[src/hdl/oaid_pkg.sv]
// Package for the ordered array insert/delete core.
// Opcode and status codes, field widths and the control structs shared between the modules.
// No dependencies.
package oaid_pkg;

	localparam int POS_W   = 5;
	localparam int DATA_W  = 32;
	localparam int COUNT_W = 5;

	typedef enum logic [1:0] {
		OP_INSERT = 2'd0,
		OP_DELETE = 2'd1,
		OP_READ   = 2'd2,
		OP_NONE   = 2'd3
	} opcode_t;

	typedef enum logic [1:0] {
		ST_OK    = 2'd0,
		ST_RANGE = 2'd1,
		ST_FULL  = 2'd2
	} status_t;

	// Per-cycle command broadcast to every cell.
	typedef struct packed {
		logic             ins;
		logic             del;
		logic [POS_W-1:0] pos;
	} cell_ctl_t;

	// Per-transaction result from the control unit.
	typedef struct packed {
		status_t            status;
		logic               rd_ok;
		logic [COUNT_W-1:0] count;
	} ctrl_res_t;

endpackage

[src/hdl/oaid_if.sv]
// Handshake interfaces for the request and response channels.
// Depends on oaid_pkg for the field widths.
interface oaid_req_if
	import oaid_pkg::*;
();
	logic                     valid;
	logic                     ready;
	logic [1:0]               opcode;
	logic [POS_W-1:0]         position;
	logic signed [DATA_W-1:0] value;

	modport source (output valid, output opcode, output position, output value, input ready);
	modport sink (input valid, input opcode, input position, input value, output ready);
endinterface

interface oaid_rsp_if
	import oaid_pkg::*;
();
	logic                     valid;
	logic                     ready;
	logic [1:0]               status;
	logic signed [DATA_W-1:0] read_value;
	logic [COUNT_W-1:0]       count;

	modport source (output valid, output status, output read_value, output count, input ready);
	modport sink (input valid, input status, input read_value, input count, output ready);
endinterface

[src/hdl/oaid_cell.sv]
// One storage cell of the shift chain: holds a single entry.
// Shifts from its left or right neighbor on insert/delete. Depends on oaid_pkg.
module oaid_cell
	import oaid_pkg::*;
#(
	parameter int IDX_W = 5,
	parameter int IDX   = 0
) (
	input  logic                     clk,
	input  cell_ctl_t                ctl,
	input  logic signed [DATA_W-1:0] value,
	input  logic signed [DATA_W-1:0] left_data,
	input  logic signed [DATA_W-1:0] right_data,
	output logic signed [DATA_W-1:0] data,
	output logic signed [DATA_W-1:0] sel_data
);

	localparam logic [IDX_W-1:0] MY_IDX = IDX_W'(IDX);

	logic signed [DATA_W-1:0] data_q;
	logic [IDX_W-1:0]         pos_e;
	logic                     hit;
	logic                     after;

	assign pos_e = IDX_W'(ctl.pos);
	assign hit   = (pos_e == MY_IDX);
	assign after = (pos_e < MY_IDX);

	always_ff @(posedge clk) begin
		priority if (ctl.ins && hit) begin
			data_q <= value;
		end else if (ctl.ins && after) begin
			data_q <= left_data;
		end else if (ctl.del && (hit || after)) begin
			data_q <= right_data;
		end else begin
			data_q <= data_q;
		end
	end

	assign data     = data_q;
	assign sel_data = hit ? data_q : '0;

endmodule

[src/hdl/oaid_ctrl.sv]
// Control unit: decodes the opcode, checks the position and holds the entry count.
// Drives the cell command and the transaction status. Depends on oaid_pkg.
module oaid_ctrl
	import oaid_pkg::*;
#(
	parameter int MAX_ENTRIES = 16,
	parameter int CNT_W       = 5
) (
	input  logic             clk,
	input  logic             arst_n,
	input  logic             accept,
	input  logic [1:0]       opcode,
	input  logic [POS_W-1:0] position,
	output cell_ctl_t        ctl,
	output ctrl_res_t        res
);

	localparam int CMP_W = (CNT_W > POS_W) ? CNT_W : POS_W;

	logic [CNT_W-1:0] cnt_q;
	logic [CNT_W-1:0] cnt_next;
	logic [CMP_W-1:0] pos_e;
	logic [CMP_W-1:0] cnt_e;
	logic             full;
	logic             do_ins;
	logic             do_del;
	status_t          status;
	logic             rd_ok;

	assign pos_e = CMP_W'(position);
	assign cnt_e = CMP_W'(cnt_q);
	assign full  = (cnt_q == CNT_W'(MAX_ENTRIES));

	always_comb begin
		status = ST_OK;
		rd_ok  = 1'b0;
		do_ins = 1'b0;
		do_del = 1'b0;
		unique case (opcode_t'(opcode))
			OP_INSERT: begin
				// range check takes priority over the full check
				if (pos_e > cnt_e) begin
					status = ST_RANGE;
				end else if (full) begin
					status = ST_FULL;
				end else begin
					do_ins = 1'b1;
				end
			end
			OP_DELETE: begin
				if (pos_e >= cnt_e) begin
					status = ST_RANGE;
				end else begin
					do_del = 1'b1;
				end
			end
			OP_READ: begin
				if (pos_e >= cnt_e) begin
					status = ST_RANGE;
				end else begin
					rd_ok = 1'b1;
				end
			end
			OP_NONE: begin
				status = ST_OK;
			end
		endcase
	end

	always_comb begin
		priority if (do_ins) begin
			cnt_next = cnt_q + CNT_W'(1);
		end else if (do_del) begin
			cnt_next = cnt_q - CNT_W'(1);
		end else begin
			cnt_next = cnt_q;
		end
	end

	always_ff @(posedge clk or negedge arst_n) begin
		if (!arst_n) begin
			cnt_q <= '0;
		end else if (accept) begin
			cnt_q <= cnt_next;
		end
	end

	assign ctl.ins = accept && do_ins;
	assign ctl.del = accept && do_del;
	assign ctl.pos = position;

	assign res.status = status;
	assign res.rd_ok  = rd_ok;
	assign res.count  = COUNT_W'(cnt_next);

endmodule

[src/hdl/ordered_array_insert_delete_core.sv]
// Ordered array with insert, delete and read by position, built as a chain of entry cells.
// The response is registered and valid in the cycle after the request transaction.
// One transaction per cycle unless rsp stalls; shifting cells update with the count.
// Reset: entry count cleared and response register empty; entry contents are not reset.
module ordered_array_insert_delete_core
	import oaid_pkg::*;
#(
	parameter int MAX_ENTRIES = 16
) (
	input  logic       clk,
	input  logic       arst_n,
	oaid_req_if.sink   req,
	oaid_rsp_if.source rsp
);

	localparam int CNT_W = $clog2(MAX_ENTRIES + 1);
	localparam int IDX_W = (CNT_W > POS_W) ? CNT_W : POS_W;

	logic                     accept;
	cell_ctl_t                ctl;
	ctrl_res_t                res;
	logic signed [DATA_W-1:0] cell_data [MAX_ENTRIES];
	logic signed [DATA_W-1:0] cell_sel  [MAX_ENTRIES];
	logic signed [DATA_W-1:0] rd_or;

	logic                     out_valid_q;
	logic [1:0]               status_q;
	logic signed [DATA_W-1:0] read_value_q;
	logic [COUNT_W-1:0]       count_q;

	assign req.ready = !out_valid_q || rsp.ready;
	assign accept    = req.valid && req.ready;

	oaid_ctrl #(
		.MAX_ENTRIES (MAX_ENTRIES),
		.CNT_W       (CNT_W)
	) u_ctrl (
		.clk      (clk),
		.arst_n   (arst_n),
		.accept   (accept),
		.opcode   (req.opcode),
		.position (req.position),
		.ctl      (ctl),
		.res      (res)
	);

	for (genvar i = 0; i < MAX_ENTRIES; i++) begin : g_cell
		logic signed [DATA_W-1:0] left_d;
		logic signed [DATA_W-1:0] right_d;

		if (i == 0) begin : g_first
			assign left_d = '0;
		end else begin : g_mid_l
			assign left_d = cell_data[i-1];
		end

		if (i == MAX_ENTRIES - 1) begin : g_last
			assign right_d = '0;
		end else begin : g_mid_r
			assign right_d = cell_data[i+1];
		end

		oaid_cell #(
			.IDX_W (IDX_W),
			.IDX   (i)
		) u_cell (
			.clk        (clk),
			.ctl        (ctl),
			.value      (req.value),
			.left_data  (left_d),
			.right_data (right_d),
			.data       (cell_data[i]),
			.sel_data   (cell_sel[i])
		);
	end

	// at most one cell matches the position
	always_comb begin
		rd_or = '0;
		for (int i = 0; i < MAX_ENTRIES; i++) begin
			rd_or = rd_or | cell_sel[i];
		end
	end

	always_ff @(posedge clk or negedge arst_n) begin
		if (!arst_n) begin
			out_valid_q <= 1'b0;
		end else if (accept) begin
			out_valid_q <= 1'b1;
		end else if (rsp.ready) begin
			out_valid_q <= 1'b0;
		end
	end

	always_ff @(posedge clk) begin
		if (accept) begin
			status_q     <= res.status;
			read_value_q <= res.rd_ok ? rd_or : '0;
			count_q      <= res.count;
		end
	end

	assign rsp.valid      = out_valid_q;
	assign rsp.status     = status_q;
	assign rsp.read_value = read_value_q;
	assign rsp.count      = count_q;

`ifndef NO_ASSERTIONS
	a_accept_gives_rsp: assert property (@(posedge clk) disable iff (!arst_n)
		accept |=> rsp.valid)
		else $error("accepted transaction produced no response");

	a_error_no_data: assert property (@(posedge clk) disable iff (!arst_n)
		(rsp.valid && rsp.status != ST_OK) |-> (rsp.read_value == '0))
		else $error("read data nonzero on error status");

	a_full_count: assert property (@(posedge clk) disable iff (!arst_n)
		(rsp.valid && rsp.status == ST_FULL) |-> (rsp.count == COUNT_W'(MAX_ENTRIES)))
		else $error("full status with count below capacity");
`endif

endmodule

[src/flat_wrapper.sv]
// flat-port wrapper written by rule: the top's interface ports become plain ports
module ordered_array_insert_delete_core_flat import oaid_pkg::*;
#(
	parameter int MAX_ENTRIES = 16
)
  (clk, arst_n, req_valid, req_opcode, req_position, req_value, req_ready, rsp_valid, rsp_status, rsp_read_value, rsp_count, rsp_ready);
  oaid_req_if req_i ();
  oaid_rsp_if rsp_i ();
  input  logic clk;
  input  logic arst_n;
  input wire logic [$bits(req_i.valid)-1:0] req_valid;
  input wire logic [$bits(req_i.opcode)-1:0] req_opcode;
  input wire logic [$bits(req_i.position)-1:0] req_position;
  input wire logic [$bits(req_i.value)-1:0] req_value;
  output wire logic [$bits(req_i.ready)-1:0] req_ready;
  output wire logic [$bits(rsp_i.valid)-1:0] rsp_valid;
  output wire logic [$bits(rsp_i.status)-1:0] rsp_status;
  output wire logic [$bits(rsp_i.read_value)-1:0] rsp_read_value;
  output wire logic [$bits(rsp_i.count)-1:0] rsp_count;
  input wire logic [$bits(rsp_i.ready)-1:0] rsp_ready;
  assign req_i.valid = req_valid;
  assign req_i.opcode = req_opcode;
  assign req_i.position = req_position;
  assign req_i.value = req_value;
  assign req_ready = req_i.ready;
  assign rsp_valid = rsp_i.valid;
  assign rsp_status = rsp_i.status;
  assign rsp_read_value = rsp_i.read_value;
  assign rsp_count = rsp_i.count;
  assign rsp_i.ready = rsp_ready;
  ordered_array_insert_delete_core #(.MAX_ENTRIES(MAX_ENTRIES)) u_core (.clk(clk), .arst_n(arst_n), .req(req_i), .rsp(rsp_i));
endmodule
[config.mk]
export PLATFORM = sky130hd
export DESIGN_NAME = ordered_array_insert_delete_core_flat
export DESIGN_NICKNAME = d
export VERILOG_FILES = /design/src/hdl/oaid_pkg.sv /design/src/hdl/oaid_if.sv /design/src/hdl/oaid_cell.sv /design/src/hdl/oaid_ctrl.sv /design/src/hdl/ordered_array_insert_delete_core.sv /design/src/flat_wrapper.sv
export SDC_FILE = /design/constraint.sdc
export NUM_CORES = 1
export LEC_CHECK = 0
export ABC_AREA = 1
export BUFFER_PORTS_ARGS = -buffer_cell sky130_fd_sc_hd__buf_2
export CORE_UTILIZATION = 23
export DETAILED_ROUTE_END_ITERATION = 16
export PLACE_DENSITY = 0.34
export SYNTH_ARGS = -nofsm -noshare
export SYNTH_HDL_FRONTEND = slang
export SYNTH_SLANG_ARGS = --single-unit
[constraint.sdc]
create_clock -name clk -period 8 [get_ports clk]
set_clock_uncertainty 0.1 [all_clocks]
set_input_delay 1.6 -clock clk [delete_from_list [all_inputs] [get_ports clk]]
set_output_delay 1.6 -clock clk [all_outputs]
set_load 0.005 [all_outputs]
==> key figures <==
STA
  – Final hold vios: 0
  – Final TNS setup: 0 ns
  – Tmin final: 4.94 ns
  – Slew margin rel.: 0.164
  – Fmax: a little over 0.2 GHz
  – Tightest Pin Transition: 1.25 ns
  – RSZ-0062 raised after global routing: false
  – Endpoints failing setup: 0
  – Max Slew Vio Count: 0
  – Period utilization: 0.618

Floorplan
  – Die Wd: 387 um
  – Starting Density: 0.231
  – Core Region: 0.147 mm2
  – Number of cell rows: 141
  – Die Y: 387 um
  – Die area: 0.150 mm2
  – IO Count: 84

Final layout
  – Commonest non-fill, non-tap cells in the layout: nand2_1 (1,591), nand3_1 (927), inv_1 (563), edfxtp_1 (551), nor2_1 (190)
  – Nets: between 4,000 and 5,000
  – Layout cell share with drive strength beyond 1: 0.0875
  – Layout Utilization: 0.265
  – ANT cells: 0
  – Area grow syn2layout: 14.3%
  – Final instance area: 0.0390 mm2
  – Most common cell after layout, fill and taps aside: nand2_1

Yosys
  – Synthesized area: 0.0341 mm2
  – Largest family of logic cells by synthesized area: simple AND/OR/NAND/NOR gates
  – Distinct cells, synth: 31
  – Ys Warns: 0
  – Synth Flop Type: edfxtp_1
  – Seq/Total Area, Yosys: 0.489
  – Syn avg cell area: 7.49 um2
  – Post-synthesis register bit count: approximately 560
  – Adder-Cell Fraction of Synth Area: 0.00403
  – Compound-Gate Fraction of Synth Area: 0.0497
  – Post-Syn Nets: 4,613
  – EDFF count, synth: 551
  – Simple-gate share of the synthesized area: 0.346
  – Mapped Cells: around 4,600
  – Asr flop ratio synth: 0.0108
  – Post-synthesis mux area share: 0
  – XOR/XNOR Fraction of Synth Area: 0.00154

Route
  – Post-route ant nets: 0
  – Vias/cell: 5.15
  – Total Wirelength: 196,000 um
  – Initial DRC count: 4,010
  – Per-cell routed wire length: roughly 30 um
  – Pre-antenna DRT Iters: 8
  – Via count: 33,500
  – Drt drc: 0

Setup path
  – Slowest stage delay, CP: 0.68 ns
  – Reg2reg start: u_core.u_ctrl.cnt_e[2]
  – Crit Path Max Fanout: 56
  – WP data required: roughly 8.3 ns
  – Worst Setup Path Type: input port to register
  – Crit path top cell by count: nand2_1
  – Nature of the critical path endpoint: register
  – Critical path launch point type: input port
  – Worst reg2reg path endpoint: u_core.g_cell[6].u_cell.data[27]
  – R2R setup slack: approximately 3.6 ns
  – Cells along the critical path: buf_2, ha_1, nand2_1, inv_1, nand2_1, nand3_2, nand2_4, nand2_4, nor2_4, buf_4, buf_4, nand3_1, nand3_1, nand2_1
  – Critical path arrival: 5.28 ns
  – CP max-delay cell: buf_4
  – R2R cell count: 13
  – Critical path's top delay family: buffers and inverters
  – Worst path bufs/invs: 4

Clock tree
  – H-tree levels: 3
  – Max clock buf depth: 3
  – Num CTS Buffers: 78
  – Post-CTS Setup Bufs: 0
  – Post-cts repair resize count: 0
  – Cts hold-fix bufs: 0
  – Reg clk slew, reported paths: 0.05 ns
  – CTS tree: yes
  – Clock Sinks: approximately 560
  – CTS root buf: clkbuf_16
  – Clock Latency Late Sink: 0.70 ns

Power
  – Leakage: ~17 nW
  – Worst vdd ir: 0.160 mV
  – Cell Pwr Density: 199 mW/mm2
  – Pwr Total: 0.00777 W

Place
  – Placer Congestion: roughly 0.88
  – Post-DP Area: around 0.037 mm2
  – Port Buffers: 83
  – Dpl hpwl: 123,000 um

Global route
  – Pin count of the biggest net entering global routing: between 100 and 150
  – Vias in the first global route: approximately 32,000
  – GR Util All Layers: 0.256
  – First-pass GRT wire length: 270,000 um
  – Initial antenna violation count: 11
  – Grt ovf: 0

Hold path
  – Min-delay src: u_core.rsp.valid
  – Hold Path Sink: u_core.rsp.valid
  – Hold Path Stages: 2
  – Hold/Removal Path Class: register to register

Status
  – Outcome: finished clean

Job
  – Number of max-cap violations: 0
-- cell families after synthesis --
logic type	Yosys count
simple gates	2782
xor+xnor	6
compound gates	280
buf+inv	923
flops	557
fa+ha+maj	11
-- how the worst max path moves through the flow --
| stage | from | endpoint | slack [ns] | cells after the start |
|---|---|---|---|---|
| 2_1_floorplan | req_position[4] | u_core.g_cell[11].u_cell.data[0] | 2.49 | 8 |
| 3_3_place_gp | req_position[4] | u_core.g_cell[10].u_cell.data[29] | 2.42 | 8 |
| 3_5_place_dp | req_position[4] | u_core.g_cell[5].u_cell.data[24] | 2.36 | 10 |
| 4_1_cts | req_position[4] | u_core.g_cell[5].u_cell.data[22] | 3.10 | 10 |
| 5_1_grt | req_position[4] | u_core.g_cell[4].u_cell.data[27] | 2.88 | 14 |
| 6_report | req_position[4] | u_core.g_cell[6].u_cell.data[27] | 3.06 | 14 |
-- report_power, final --
part / leakage (nW) / internal (W) / switching, W
Combinational: 11.0 / 0.000208 / 0.000739
Sequential: 5.09 / 0.00331 / 0.0000549
Clock: 1.16 / 0.00195 / 0.00151
Total: 17.3 / 0.00547 / 0.00230
-- state kept, by name, summed over array words and instances, names as in the netlist --
name / count
u_core.u_ctrl.cnt_e: 5
u_core.rsp.status: 2
u_core.g_cell.u_cell.data: 512
u_core.rsp.valid: 1
u_core.rsp.count: 5
u_core.rsp.read_value: 32
-- per-stage QoR --
step | hold slack (ns) | worst slack, ns | instances
floorplan | 0.413 | 2.49 | 4559
global placement | 0.421 | 2.42 | 6361
detailed placement | 0.420 | 2.36 | 6361
CTS | 0.435 | 3.10 | 6500
global route | 0.460 | 2.88 | 6500
finish | 0.427 | 3.06 | 6500
-- layout make-up --
cell class | count | area, um2
fillers | 16200 | 108000
flip-flops and latches | 557 | 16700
multi-input cells | 3079 | 14000
well taps | 1930 | 2410
inverters | 592 | 2220
clock buffers | 97 | 2070
repair buffers | 203 | 1370
clock inverters | 42 | 309
-- cells in the mapped netlist (7+ instances only) --
cell type / number / area (um2)
inv_1: 564 / 2120
nand2_1: 1598 / 6000
ha_1: 11 / 138
nand2_2: 16 / 100
buf_2: 136 / 681
a21oi_1: 51 / 255
nor2_2: 10 / 62.6
nand4_1: 14 / 87.6
o2111ai_1: 11 / 96.3
nor2_1: 199 / 747
inv_2: 27 / 101
buf_4: 20 / 150
o211ai_1: 30 / 225
o21ai_1: 7 / 35.0
edfxtp_1: 551 / 16500
o21ai_0: 40 / 200
clkbuf_1: 146 / 548
buf_1: 23 / 86.3
o22ai_1: 139 / 870
nand3_1: 932 / 4660
-- layer usage --
layer	track usage	up-vias	routed length, um
met5	0	-	27
met4	0.106	4	8440
met3	0.0333	343	14400
met2	0.405	1637	88200
met1	0.352	16700	85100
li1	-	14800	-
-- worst min-delay path: stages, from the launching register on --
cell	delay (ns)
dfrtp_1	0.33
nand2_1	0.09
nand2_1	0.07
No activity file was read; power rests on OpenSTA's default activity.
